[config.mk]
export PLATFORM = sky130hd
export DESIGN_NAME = ipv4_dotted_quad_classifier
export DESIGN_NICKNAME = d
export VERILOG_FILES = /design/src/hw/rtl/idqc_pkg.sv /design/src/hw/rtl/idqc_parser.sv /design/src/hw/rtl/idqc_classifier.sv /design/src/hw/rtl/ipv4_dotted_quad_classifier.sv
export SDC_FILE = /design/constraint.sdc
export NUM_CORES = 1
export LEC_CHECK = 0
export BUFFER_PORTS_ARGS = -buffer_cell sky130_fd_sc_hd__buf_2
export CORE_ASPECT_RATIO = 0.8
export CORE_MARGIN = 2
export CORE_UTILIZATION = 39
export CTS_BUF_LIST = sky130_fd_sc_hd__clkbuf_8
export CTS_CLUSTER_SIZE = 10
export DETAILED_ROUTE_END_ITERATION = 7
export PLACE_DENSITY = 0.64
export SKIP_LAST_GASP = 1
export SYNTH_ARGS = -nofsm -noshare
export SYNTH_HDL_FRONTEND = slang
export SYNTH_SLANG_ARGS = --single-unit
[constraint.sdc]
create_clock -name clk -period 7.1 [get_ports clk]
set_clock_uncertainty 0.05 [all_clocks]
set_input_delay 1.065 -clock clk [delete_from_list [all_inputs] [get_ports clk]]
set_output_delay 1.065 -clock clk [all_outputs]
set_load 0.02 [all_outputs]
[src/hw/rtl/idqc_pkg.sv]
package idqc_pkg;

  localparam int unsigned OctetW   = 9;
  localparam int unsigned DotCntW  = 3;
  localparam int unsigned PrefixW  = 24;
  localparam int unsigned AddrW    = 32;
  localparam int unsigned ClassW   = 3;
  localparam int unsigned HostsW   = 24;

  localparam logic [7:0] CharZero = 8'd48;
  localparam logic [7:0] CharNine = 8'd57;
  localparam logic [7:0] CharDot  = 8'd46;

  localparam logic [OctetW-1:0]  OctetMax = 9'd255;
  localparam logic [OctetW-1:0]  OctetSat = 9'd256;
  localparam logic [DotCntW-1:0] DotsFull = 3'd3;

  // Upper bounds of the first octet per class
  localparam logic [7:0] ClassALast = 8'd127;
  localparam logic [7:0] ClassBLast = 8'd191;
  localparam logic [7:0] ClassCLast = 8'd223;
  localparam logic [7:0] ClassDLast = 8'd239;

  localparam logic [ClassW-1:0] ClassA = 3'd0;
  localparam logic [ClassW-1:0] ClassB = 3'd1;
  localparam logic [ClassW-1:0] ClassC = 3'd2;
  localparam logic [ClassW-1:0] ClassD = 3'd3;
  localparam logic [ClassW-1:0] ClassE = 3'd4;

  localparam logic [AddrW-1:0] MaskA = 32'hFF00_0000;
  localparam logic [AddrW-1:0] MaskB = 32'hFFFF_0000;
  localparam logic [AddrW-1:0] MaskC = 32'hFFFF_FF00;

  localparam logic [HostsW-1:0] HostsA = 24'd16777214;
  localparam logic [HostsW-1:0] HostsB = 24'd65534;
  localparam logic [HostsW-1:0] HostsC = 24'd254;

  localparam int unsigned OutDataW = 128;

  // Finished string handed from parser to classifier
  typedef struct packed {
    logic             addr_valid;
    logic [AddrW-1:0] address;
  } parse_rec_t;

endpackage

[src/hw/rtl/idqc_parser.sv]
module idqc_parser (
  input  logic                  clk,
  input  logic                  rst,
  input  logic                  in_valid,
  output logic                  in_ready,
  input  logic [7:0]            char_code,
  input  logic                  last_char,
  output logic                  rec_valid,
  input  logic                  rec_ready,
  output idqc_pkg::parse_rec_t  rec
);

  logic                           error_seen;
  logic [idqc_pkg::OctetW-1:0]    octet_value;
  logic [idqc_pkg::DotCntW-1:0]   dot_count;
  logic                           segment_has_digit;
  logic [idqc_pkg::PrefixW-1:0]   address_so_far;

  logic                           error_seen_next;
  logic [idqc_pkg::OctetW-1:0]    octet_value_next;
  logic [idqc_pkg::DotCntW-1:0]   dot_count_next;
  logic                           segment_has_digit_next;
  logic [idqc_pkg::PrefixW-1:0]   address_so_far_next;

  logic        accept;
  logic        is_digit;
  logic        is_dot;
  logic [3:0]  digit;
  logic [11:0] times_ten;
  logic        final_ok;

  assign in_ready = !rec_valid || rec_ready;
  assign accept   = in_valid && in_ready;

  assign is_digit  = (char_code >= idqc_pkg::CharZero) && (char_code <= idqc_pkg::CharNine);
  assign is_dot    = (char_code == idqc_pkg::CharDot);
  assign digit     = 4'(char_code - idqc_pkg::CharZero);
  // octet * 10 + digit as two shifts and two adds
  assign times_ten = {1'b0, octet_value[7:0], 3'b000}
                   + {3'b000, octet_value[7:0], 1'b0}
                   + {8'd0, digit};

  always_comb begin
    error_seen_next        = error_seen;
    octet_value_next       = octet_value;
    dot_count_next         = dot_count;
    segment_has_digit_next = segment_has_digit;
    address_so_far_next    = address_so_far;
    if (is_digit) begin
      if (octet_value < idqc_pkg::OctetSat) begin
        if (times_ten > 12'(idqc_pkg::OctetMax)) begin
          octet_value_next = idqc_pkg::OctetSat;
        end else begin
          octet_value_next = times_ten[idqc_pkg::OctetW-1:0];
        end
      end
      segment_has_digit_next = 1'b1;
    end else if (is_dot) begin
      if (!segment_has_digit || octet_value > idqc_pkg::OctetMax ||
          dot_count >= idqc_pkg::DotsFull) begin
        error_seen_next = 1'b1;
      end else begin
        address_so_far_next = {address_so_far[15:0], octet_value[7:0]};
        dot_count_next      = dot_count + 3'd1;
      end
      octet_value_next       = '0;
      segment_has_digit_next = 1'b0;
    end else begin
      error_seen_next = 1'b1;
    end
  end

  assign final_ok = !error_seen_next && (dot_count_next == idqc_pkg::DotsFull) &&
                    segment_has_digit_next && (octet_value_next <= idqc_pkg::OctetMax);

  always_ff @(posedge clk) begin
    if (rst) begin
      error_seen        <= 1'b0;
      octet_value       <= '0;
      dot_count         <= '0;
      segment_has_digit <= 1'b0;
      address_so_far    <= '0;
    end else if (accept) begin
      if (last_char) begin
        // string done: return to the idle state
        error_seen        <= 1'b0;
        octet_value       <= '0;
        dot_count         <= '0;
        segment_has_digit <= 1'b0;
        address_so_far    <= '0;
      end else begin
        error_seen        <= error_seen_next;
        octet_value       <= octet_value_next;
        dot_count         <= dot_count_next;
        segment_has_digit <= segment_has_digit_next;
        address_so_far    <= address_so_far_next;
      end
    end
  end

  always_ff @(posedge clk) begin
    if (rst) begin
      rec_valid <= 1'b0;
    end else if (accept && last_char) begin
      rec_valid <= 1'b1;
    end else if (rec_ready) begin
      rec_valid <= 1'b0;
    end
  end

  always_ff @(posedge clk) begin
    if (accept && last_char) begin
      rec.addr_valid <= final_ok;
      rec.address    <= final_ok ? {address_so_far_next, octet_value_next[7:0]} : '0;
    end
  end

  // a fourth dot always poisons the string
  assert property (@(posedge clk) disable iff (rst)
    accept && !last_char && is_dot && (dot_count == idqc_pkg::DotsFull) |=> error_seen)
    else $error("fourth dot not flagged");

  assert property (@(posedge clk) disable iff (rst)
    accept && last_char |=> (dot_count == '0) && !error_seen && !segment_has_digit &&
                            (octet_value == '0))
    else $error("state not cleared after last character");

endmodule

[src/hw/rtl/idqc_classifier.sv]
module idqc_classifier (
  input  logic                                 clk,
  input  logic                                 rst,
  input  logic                                 rec_valid,
  output logic                                 rec_ready,
  input  idqc_pkg::parse_rec_t                 rec,
  output logic                                 out_valid,
  input  logic                                 out_ready,
  output logic                                 out_flag,
  output logic [idqc_pkg::OutDataW-1:0]        out_data
);

  logic [7:0]                   first_octet;
  logic [idqc_pkg::ClassW-1:0]  cls;
  logic [idqc_pkg::AddrW-1:0]   mask;
  logic [idqc_pkg::HostsW-1:0]  hosts;
  logic [idqc_pkg::AddrW-1:0]   bcast;

  assign rec_ready   = !out_valid || out_ready;
  assign first_octet = rec.address[31:24];

  always_comb begin
    if (!rec.addr_valid) begin
      cls   = idqc_pkg::ClassA;
      mask  = '0;
      hosts = '0;
    end else if (first_octet <= idqc_pkg::ClassALast) begin
      cls   = idqc_pkg::ClassA;
      mask  = idqc_pkg::MaskA;
      hosts = idqc_pkg::HostsA;
    end else if (first_octet <= idqc_pkg::ClassBLast) begin
      cls   = idqc_pkg::ClassB;
      mask  = idqc_pkg::MaskB;
      hosts = idqc_pkg::HostsB;
    end else if (first_octet <= idqc_pkg::ClassCLast) begin
      cls   = idqc_pkg::ClassC;
      mask  = idqc_pkg::MaskC;
      hosts = idqc_pkg::HostsC;
    end else if (first_octet <= idqc_pkg::ClassDLast) begin
      cls   = idqc_pkg::ClassD;
      mask  = '0;
      hosts = '0;
    end else begin
      cls   = idqc_pkg::ClassE;
      mask  = '0;
      hosts = '0;
    end
  end

  // invalid strings report all zeros
  assign bcast = rec.addr_valid ? (rec.address | ~mask) : '0;

  always_ff @(posedge clk) begin
    if (rst) begin
      out_valid <= 1'b0;
    end else if (rec_valid && rec_ready) begin
      out_valid <= 1'b1;
    end else if (out_ready) begin
      out_valid <= 1'b0;
    end
  end

  always_ff @(posedge clk) begin
    if (rec_valid && rec_ready) begin
      out_flag <= rec.addr_valid;
      out_data <= {5'd0, hosts, bcast, mask, cls, rec.address};
    end
  end

  assert property (@(posedge clk) disable iff (rst)
    out_valid && !out_flag |-> (out_data == '0))
    else $error("invalid result carries nonzero fields");

  assert property (@(posedge clk) disable iff (rst)
    out_valid && out_flag && (out_data[66:35] == '0) |->
      (out_data[98:67] == '1) && (out_data[122:99] == '0) &&
      ((out_data[34:32] == idqc_pkg::ClassD) || (out_data[34:32] == idqc_pkg::ClassE)))
    else $error("zero mask without class D or E");

  assert property (@(posedge clk) disable iff (rst)
    out_valid && out_flag |-> (out_data[98:67] == (out_data[31:0] | ~out_data[66:35])))
    else $error("broadcast does not match address and mask");

endmodule

[src/hw/rtl/ipv4_dotted_quad_classifier.sv]
// A result is registered first in the parser's record and then in the classifier's output register.
// One character per cycle while s_tready is high; parse state updates on each accepted character.
// A held result stalls the output register; one more finished string can wait in the
// parser, after which s_tready drops for every character until the output drains.
// Reset (rst, synchronous, active high) clears the parse state and both valid flags.
module ipv4_dotted_quad_classifier (
  input  logic         clk,
  input  logic         rst,
  input  logic         s_tvalid,
  output logic         s_tready,
  input  logic [7:0]   s_tdata,   // [7:0] char_code
  input  logic         s_tlast,   // last_char
  output logic         m_tvalid,
  input  logic         m_tready,
  output logic [127:0] m_tdata,   // [31:0] address, [34:32] address_class,
                                  // [66:35] subnet_mask, [98:67] broadcast_addr,
                                  // [122:99] max_hosts, [127:123] zero
  output logic         m_tuser    // addr_valid
);

  logic                 rec_valid;
  logic                 rec_ready;
  idqc_pkg::parse_rec_t rec;

  idqc_parser u_parser (
    .clk       (clk),
    .rst       (rst),
    .in_valid  (s_tvalid),
    .in_ready  (s_tready),
    .char_code (s_tdata),
    .last_char (s_tlast),
    .rec_valid (rec_valid),
    .rec_ready (rec_ready),
    .rec       (rec)
  );

  idqc_classifier u_classifier (
    .clk       (clk),
    .rst       (rst),
    .rec_valid (rec_valid),
    .rec_ready (rec_ready),
    .rec       (rec),
    .out_valid (m_tvalid),
    .out_ready (m_tready),
    .out_flag  (m_tuser),
    .out_data  (m_tdata)
  );

endmodule

==> flow_summary.yaml, run 1 <==
critical_path:
  cp.arrival_ps: 4120
  crit_path_end_kind: "flip-flop"
  critPathKind: "in2reg"
  critPathMaxFanout: 34
  worstSetupStartpointType: "primary input"
  worstPathRequired_ps: 7170
  rrSetupSlack_ps: 3380
grt:
  grt_max_degree: 68
  grt_overflow: 0
  gr-usage-all-layers_pct: 14.8
  grt_pass1_wl_um: 20500
  grt_pass1_vias: 3891
  antenna_found_initial: 0
timing:
  maxSlewViolCount: 0
  clock.fmax_mhz: 247
  tightest_slew_ps: 997
  setup_tns_ps: 0
  rsz0062_at_grt: "false"
  slew_headroom_pct: 33.4
  postLayoutSetupSlackWorst_ps: 3050
  fin_crit_sh_pct: 57.0
  hold_viol: 0
  post-route-min-period_ps: 4050
  holdWs_ps: 390
  final-setup-viol-count: 0
synthesis:
  ys.flop_type: "edfxtp_1"
  synth_top_family_by_area: "compound AO/OA/AOI/OAI gates"
  netlist_area_um2: 6430
  synth_top_cell_by_area: "edfxtp_1"
  avgSynthCellArea_um2: 12.1
  synthMuxAreaShare_pct: 3.42
  synthXorXnorAreaFrac_pct: 0.409
  synth-edff-count: 100
  synth_common_cells: "edfxtp_1 (100), buf_4 (62), dfxtp_1 (40)"
  ys_types: 48
  synth_compound_area_share_pct: 11.6
  synthArstFlopShare_pct: 0
  seq_area_frac_synth_pct: 59.2
  synth_top_area_share_pct: 46.7
  synthSimpleGateAreaFrac_pct: 10.9
  yosys.area_share.adder_pct: 3.93
  ys_ff_latch: 140
  synth.most_common_cell: "edfxtp_1"
  ys_warn_count: 0
  syn_inst: 531
  synthTopCellsByArea: "edfxtp_1 (47%), dfxtp_1 (12%), buf_4 (7.2%)"
floorplanning:
  rows: 41
  die_area_um2: 17500
  die_y_um: 119
  die_x_um: 148
  initial_core_util_pct: 40.3
  io_pins: 144
  coreArea_um2: 16000
clock_tree:
  cts_setup_buffers: 0
  cts_tree: "done"
  clk_pin_slew_ps: 80
  cts.path.max_buffers: 2
  cts_max_level: 4
  cts_resized: 0
  cts_sinks: 140
  cts_buffers: 17
  cts-hold-fix-buffers: 0
  root_buffer: "clkbuf_8"
  clk_latency_ps: 430
place:
  dp_slack_ps: 2620
  gp_congestion: 0.857
  hpwl_um: 8990
  io_buffers: 129
  post_dp_cell_area_um2: 6850
  dp_cells: 805
min_path:
  hp-class: "reg2reg"
route:
  via_per_inst: 5.00
  routed_wl_um: 12700
  post-route-drc-count: 0
  dr_total_vias: 4186
  drt-initial-drc-count: 317
  final_antenna_net_count: 0
  wl_per_cell_um: 15.2
  firstDrtPassIters: 5
finish:
  nets: 641
  diodes: 0
  fin_area_um2: 7230
  layout-drive-gt1-share_pct: 29.3
  finalNonFillerCells: 837
  syn_to_final_growth_pct: 12.4
pwr:
  power_density_nw_per_um2: 220
  ir_drop_v: 0.000117
  p_leak_nw: 2.90
run:
  cap_violations: 0
run_status:
  status: "finished clean"
## flip-flops by register name, summed over array words and instances, names as in the netlist
signal	count
u_parser.octet_value	9
u_classifier.out_data	66
u_classifier.out_flag	1
u_parser.rec_valid	1
u_parser.segment_has_digit	1
u_parser.error_seen	1
u_parser.rec	33
u_parser.dot_count	3
u_parser.address_so_far	24
u_classifier.out_valid	1
## layout by cell type (no fill, tap or decap), types with 2 or more instances in the layout
cell,n
clkinvlp_4,2
o21ai_0,19
nor2_1,38
nand3_1,7
nand2_1,25
mux2i_1,22
a211oi_1,3
edfxtp_1,100
o2111a_1,2
clkinv_1,2
a22oi_1,25
fa_1,2
and3_1,5
inv_1,22
inv_6,3
clkinv_4,3
buf_4,5
xnor2_1,3
o21a_1,22
a211oi_2,5
conb_1,14
a21oi_1,12
clkbuf_8,17
nor3_1,24
nor3_2,7
buf_2,129
nand4_1,9
ha_1,17
nor2b_1,3
a21oi_4,2
dfxtp_1,40
bufinv_16,2
clkinv_2,2
and2_1,8
a21o_1,3
## final timing paths
path                                               from                        to  cells past startpoint
worst min-delay path                    u_parser.rec[3]  u_classifier.out_data[3]                      0
worst min register to register          u_parser.rec[3]  u_classifier.out_data[3]                      0
worst max-delay path                         s_tdata[3]          u_parser.rec[19]                     11
worst max register to register  u_parser.octet_value[0]          u_parser.rec[19]                     10
## report_power, final
| group | internal, mW | switching (mW) | leakage (nW) |
|---|---|---|---|
| logic | 0.0215 | 0.0602 | 1.40 |
| clock network | 0.312 | 0.306 | 0.193 |
| registers | 0.886 | 0.00790 | 1.30 |
## critical path, cell delays in order
cell and delay, ps:
buf_2 130, inv_1 70, fa_1 580, inv_1 60, ha_1 280, a21o_1 120, nand4_1 170, a221o_1 350
and3_1 270, a21oi_4 820, nor3_1 170
## area by class of cell
type | count | area, µm²
clock buffer | 17 | 234
clock inverter | 15 | 149
fill | 1454 | 8720
inverter | 21 | 78.8
multi-input combinational | 295 | 2010
sequential | 140 | 3800
tap | 215 | 269
timing repair buffer | 134 | 683
## routing by layer
| metal | track usage, % | part of all wire (%) |
|---|---|---|
| met2 | 22.2 | 43 |
| met3 | 4.60 | 7.9 |
| met1 | 21.1 | 48 |
| met4 | 3.55 | 0.64 |
| met5 | 0 | 0 |
## metrics by stage
step           util [%]  total power, mW
6_report           45.3             1.59
5_1_grt            45.3             1.66
4_1_cts            45.3             1.61
3_5_place_dp       42.9            0.994
3_3_place_gp       42.9            0.993
2_1_floorplan         -            0.983
## cell families (layout without fill, tap and decap cells)
kind of cell	count (synthesis)	after routing
buf+inv	109	187
fa+ha+maj	19	19
compound gates	102	102
xor+xnor	3	3
simple gates	135	135
mux	22	22
other cells	1	14
flops	140	140
No activity file was read; power rests on OpenSTA's default activity.
==> inputs of run 2 (changes only) <==
PLACE_DENSITY = 0.66   (was 0.64)
clock period = 3.6 ns   (was 7.1 ns; I/O delays follow)
==> run 2 against run 1 <==
Compared with the run above:
- hold slack lost 38 ps
- first-iteration DRC count grew 8.5%
- critical path depth down 1
- cell count is 0.48% higher
- highest routed layer unchanged
- global-route usage grew 0.24 points
==> flow_summary.yaml, run 2 (synthesis results as in run 1) <==
run_status:
  status: "finished clean"
timing:
  tightest_slew_ps: 855
  fin_crit_sh_pct: 90.5
  maxSlewViolCount: 0
  slew_headroom_pct: 43.0
  final-setup-viol-count: 0
  hold_viol: 0
  rsz0062_at_grt: "false"
  post-route-min-period_ps: 3260
  clock.fmax_mhz: 307
  setup_tns_ps: 0
  holdWs_ps: 352
finish:
  diodes: 0
  layout_commonest_cell: "buf_2"
  largestRegisters: "u_classifier.out_data x66, u_parser.rec x33, u_parser.address_so_far x24"
  syn_to_final_growth_pct: 13.7
  layout_common_cells: "buf_2 (129), edfxtp_1 (100), dfxtp_1 (40)"
  largest_reg_flops: 66
  top_register: "u_classifier.out_data"
  nets: 645
  utilization_pct: 45.8
  fin_area_um2: 7310
  layout-drive-gt1-share_pct: 30.2
clock_tree:
  cts_buffers: 17
  cts_tree: "done"
  cts-hold-fix-buffers: 0
  cts_max_level: 4
  cts_sinks: 140
  clk_latency_ps: 440
  clk_pin_slew_ps: 90
  root_buffer: "clkbuf_8"
  cts.path.max_buffers: 2
  cts_resized: 0
  cts_setup_buffers: 0
pwr:
  power_density_nw_per_um2: 437
  ir_drop_v: 0.000233
  p_leak_nw: 2.94
critical_path:
  worstSetupStartpointType: "flip-flop"
  crit_path_end_kind: "flip-flop"
  critPathMaxFanout: 34
  worstPathRequired_ps: 3810
  rrSetupSlack_ps: 340
  cp.arrival_ps: 3470
  critPathKind: "reg2reg"
floorplanning:
  die_x_um: 148
  rows: 41
  die_area_um2: 17500
  die_y_um: 119
  coreArea_um2: 16000
  io_pins: 144
  initial_core_util_pct: 40.3
grt:
  grt_overflow: 0
  grt_max_degree: 68
  antenna_found_initial: 0
  grt_pass1_wl_um: 20700
  grt_pass1_vias: 3879
  gr-usage-all-layers_pct: 15.1
min_path:
  hp-class: "in2reg"
place:
  gp_congestion: 0.864
  hpwl_um: 9150
  io_buffers: 129
  post_dp_cell_area_um2: 6890
route:
  routed_wl_um: 12900
  dr_total_vias: 4212
  via_per_inst: 5.01
  post-route-drc-count: 0
  drt-initial-drc-count: 344
  final_antenna_net_count: 0
  firstDrtPassIters: 4
  wl_per_cell_um: 15.3
run:
  cap_violations: 0
-- run 2: final cells by class --
cell class,count,area (µm²)
Tap cell,215,269
Clock buffer,17,234
Clock inverter,15,186
Sequential cell,140,3800
Timing Repair Buffer,138,726
Inverter,21,78.8
Multi-Input combinational cell,295,2010
Fill cell,1496,8640
-- run 2: report_power, final --
part,leakage [nW],total (mW),internal [mW],switching (mW)
sequential,1.30,1.76,1.75,0.0130
clock,0.210,1.27,0.538,0.732
combinational,1.43,0.164,0.0427,0.121
total,2.94,3.19,2.33,0.866
-- run 2: worst max-delay path: stages, from the launching register on --
cell and delay [ps]:
dfxtp_1 420, inv_1 120, fa_1 560, fa_1 280, nor2b_4 70, o2111a_1 250
or4_4 500, a21oi_4 290, a21oi_4 100, buf_12 180, a211oi_1 250
-- run 2: metrics by stage --
step	power, mW	cells	setup WS (ps)
3_3_place_gp	1.96	809	230
6_report	3.19	841	341
2_1_floorplan	1.93	544	482
3_5_place_dp	1.96	809	118
5_1_grt	3.31	841	162
4_1_cts	3.22	841	327
-- run 2: path summary, 6_finish.rpt --
kind              cells after the start                     from                  endpoint
setup / recovery                     10  u_parser.octet_value[0]           u_parser.rec[0]
hold / removal                        3               s_tdata[0]   u_parser.octet_value[0]
setup reg to reg                     10  u_parser.octet_value[0]           u_parser.rec[0]
hold reg to reg                       0          u_parser.rec[0]  u_classifier.out_data[0]
-- run 2: layer usage --
metal	track usage (%)	routed length, µm	up-vias
met5	0	0	-
met3	4.52	972	8
li1	-	-	2030
met4	3.91	99	0
met2	21.9	5610	174
met1	21.9	6210	2000
==> inputs of run 3 (changes only) <==
HOLD_SLACK_MARGIN = 0.1   (was not set)
PLACE_DENSITY = 0.6   (was 0.66)
==> run 3 against run 2 <==
Compared with the run above:
- combinational power hardly changed
- hold slack better by 6.4 ps
- non-clock buffer count stayed put
==> flow_summary.yaml, run 3 (synthesis results as in run 1) <==
finish:
  top_register: "u_classifier.out_data"
  diodes: 0
  syn_to_final_growth_pct: 13.6
  layout-drive-gt1-share_pct: 29.9
  largest_reg_flops: 66
  largestRegisters: "u_classifier.out_data x66, u_parser.rec x33, u_parser.address_so_far x24"
  fillCellCount: 1490
  seq_area_um2: 3800
  multiInputGateArea_um2: 2010
  layout_commonest_cell: "buf_2"
  nets: 645
  finalNonFillerCells: 841
  layout_common_cells: "buf_2 (129), edfxtp_1 (100), dfxtp_1 (40)"
timing:
  post-route-min-period_ps: 3280
  maxSlewViolCount: 0
  tightest_slew_ps: 854
  setup_tns_ps: 0
  fin_crit_sh_pct: 91.0
  rsz0062_at_grt: "false"
  hold_viol: 0
  clock.fmax_mhz: 305
  slew_headroom_pct: 43.0
  final-setup-viol-count: 0
  holdWs_ps: 359
  postLayoutSetupSlackWorst_ps: 324
place:
  dp_slack_ps: 104
  hpwl_um: 8940
  gp_congestion: 0.844
  io_buffers: 129
  dp_cells: 809
pwr:
  p_leak_nw: 2.94
  p_int_mw: 2.49
  p_seq_share_pct: 54.4
  switching_share_pct: 23.0
  power_density_nw_per_um2: 443
  p_comb_share_pct: 5.0
  ir_drop_v: 0.000238
  p_clk_share_pct: 40.6
  power.switching_mw: 0.744
clock_tree:
  cts-hold-fix-buffers: 0
  cts.path.max_buffers: 2
  root_buffer: "clkbuf_8"
  clk_pin_slew_ps: 70
  cts_max_level: 4
  clk_latency_ps: 450
  cts_setup_buffers: 0
  cts_resized: 0
  cts_sinks: 140
  cts_tree: "done"
  cts_buffers: 17
critical_path:
  worstSetupStartpointType: "flip-flop"
  cp_cell_sequence: "inv_1 > fa_1 > fa_1 > nor2b_4 > o2111a_1 > or4_4 > a21oi_4 > a21oi_4 > buf_12 > nor3_1"
  crit_path_end_kind: "flip-flop"
  cp_num_buf_inv: 2
  critPathKind: "reg2reg"
  rr_startpoint: "u_parser.octet_value[0]"
  slowest_delay_ps: 570
  rr_worst_depth: 10
  cp_slowest_cell: "fa_1"
  critPathMaxFanout: 25
  rrSetupSlack_ps: 320
  cp.arrival_ps: 3490
  worstPathRequired_ps: 3820
  critical_path.top_delay_family: "adder cells"
  rr_endpoint: "u_parser.rec[21]"
route:
  dr_total_vias: 4160
  final_antenna_net_count: 0
  routed_wl_um: 12800
  wl_per_cell_um: 15.2
  firstDrtPassIters: 5
  post-route-drc-count: 0
  via_per_inst: 4.95
  drt-initial-drc-count: 292
grt:
  grt_overflow: 0
  grt_max_degree: 68
  antenna_found_initial: 0
  grt_pass1_vias: 3960
  gr-usage-all-layers_pct: 15.1
  grt_pass1_wl_um: 20800
floorplanning:
  die_x_um: 148
  initial_core_util_pct: 40.3
  die_y_um: 119
  io_pins: 144
  die_area_um2: 17500
  coreArea_um2: 16000
  rows: 41
run:
  cap_violations: 0
run_status:
  status: "finished clean"
min_path:
  hold_path_end: "u_parser.octet_value[0]"
  hp-class: "in2reg"
  hold_start: "s_tdata[0]"
  worstHoldPathCells: 3
[run 3: cell types whose count changed in the layout (fill, tap and decap cells not counted), moves of 2 or more]
cell        change
clkinv_8        -6
inv_8           -4
inv_1           +2
clkinvlp_4      +3
bufinv_16       +3
[run 3: how the worst max path moves through the flow]
stage / start / end / slack [ps] / cells past startpoint
after detailed placement: s_tdata[3] / u_parser.rec[0] / 100 / 11
after global placement: s_tdata[3] / u_parser.rec[2] / 240 / 11
after global routing: u_parser.octet_value[0] / u_parser.rec[14] / 150 / 10
after CTS: u_parser.octet_value[2] / u_parser.rec[2] / 340 / 10
final: u_parser.octet_value[0] / u_parser.rec[21] / 320 / 10
after floorplan: s_tdata[3] / u_parser.rec[7] / 480 / 12
[run 3: power by group through the flow]
stage / clock [mW] / combinational (mW) / sequential (mW)
after floorplan: 0 / 0.116 / 1.82
after global placement: 0 / 0.163 / 1.80
after detailed placement: 0 / 0.164 / 1.80
after CTS: 1.35 / 0.164 / 1.76
after global routing: 1.41 / 0.177 / 1.76
final: 1.31 / 0.163 / 1.76
[run 3: layout make-up]
cell class	instances	area share (%)
Timing Repair Buffer	138	9.93
Inverter	21	1.08
Tap cell	215	3.68
Sequential cell	140	52.1
Clock inverter	14	2.31
Clock buffer	18	3.39
Multi-Input combinational cell	295	27.5
[run 3: routing by layer]
layer | global-route usage [%] | share of wire (%)
met3 | 4.52 | 6.6
met2 | 21.9 | 43
met4 | 5.53 | 1.2
met1 | 21.4 | 49
met5 | 0 | 0
[run 3: per-stage QoR]
step	cell area, µm²	util (%)	power, mW
finish	7310	45.8	3.24
global route	7310	45.8	3.36
CTS	7310	45.8	3.28
detailed placement	6890	43.2	1.96
global placement	6890	43.2	1.96
floorplan	6480	-	1.93
[run 3: worst min-delay path, stage by stage]
cell	delay (ps)
buf_2	130
inv_1	50
o21ai_0	70
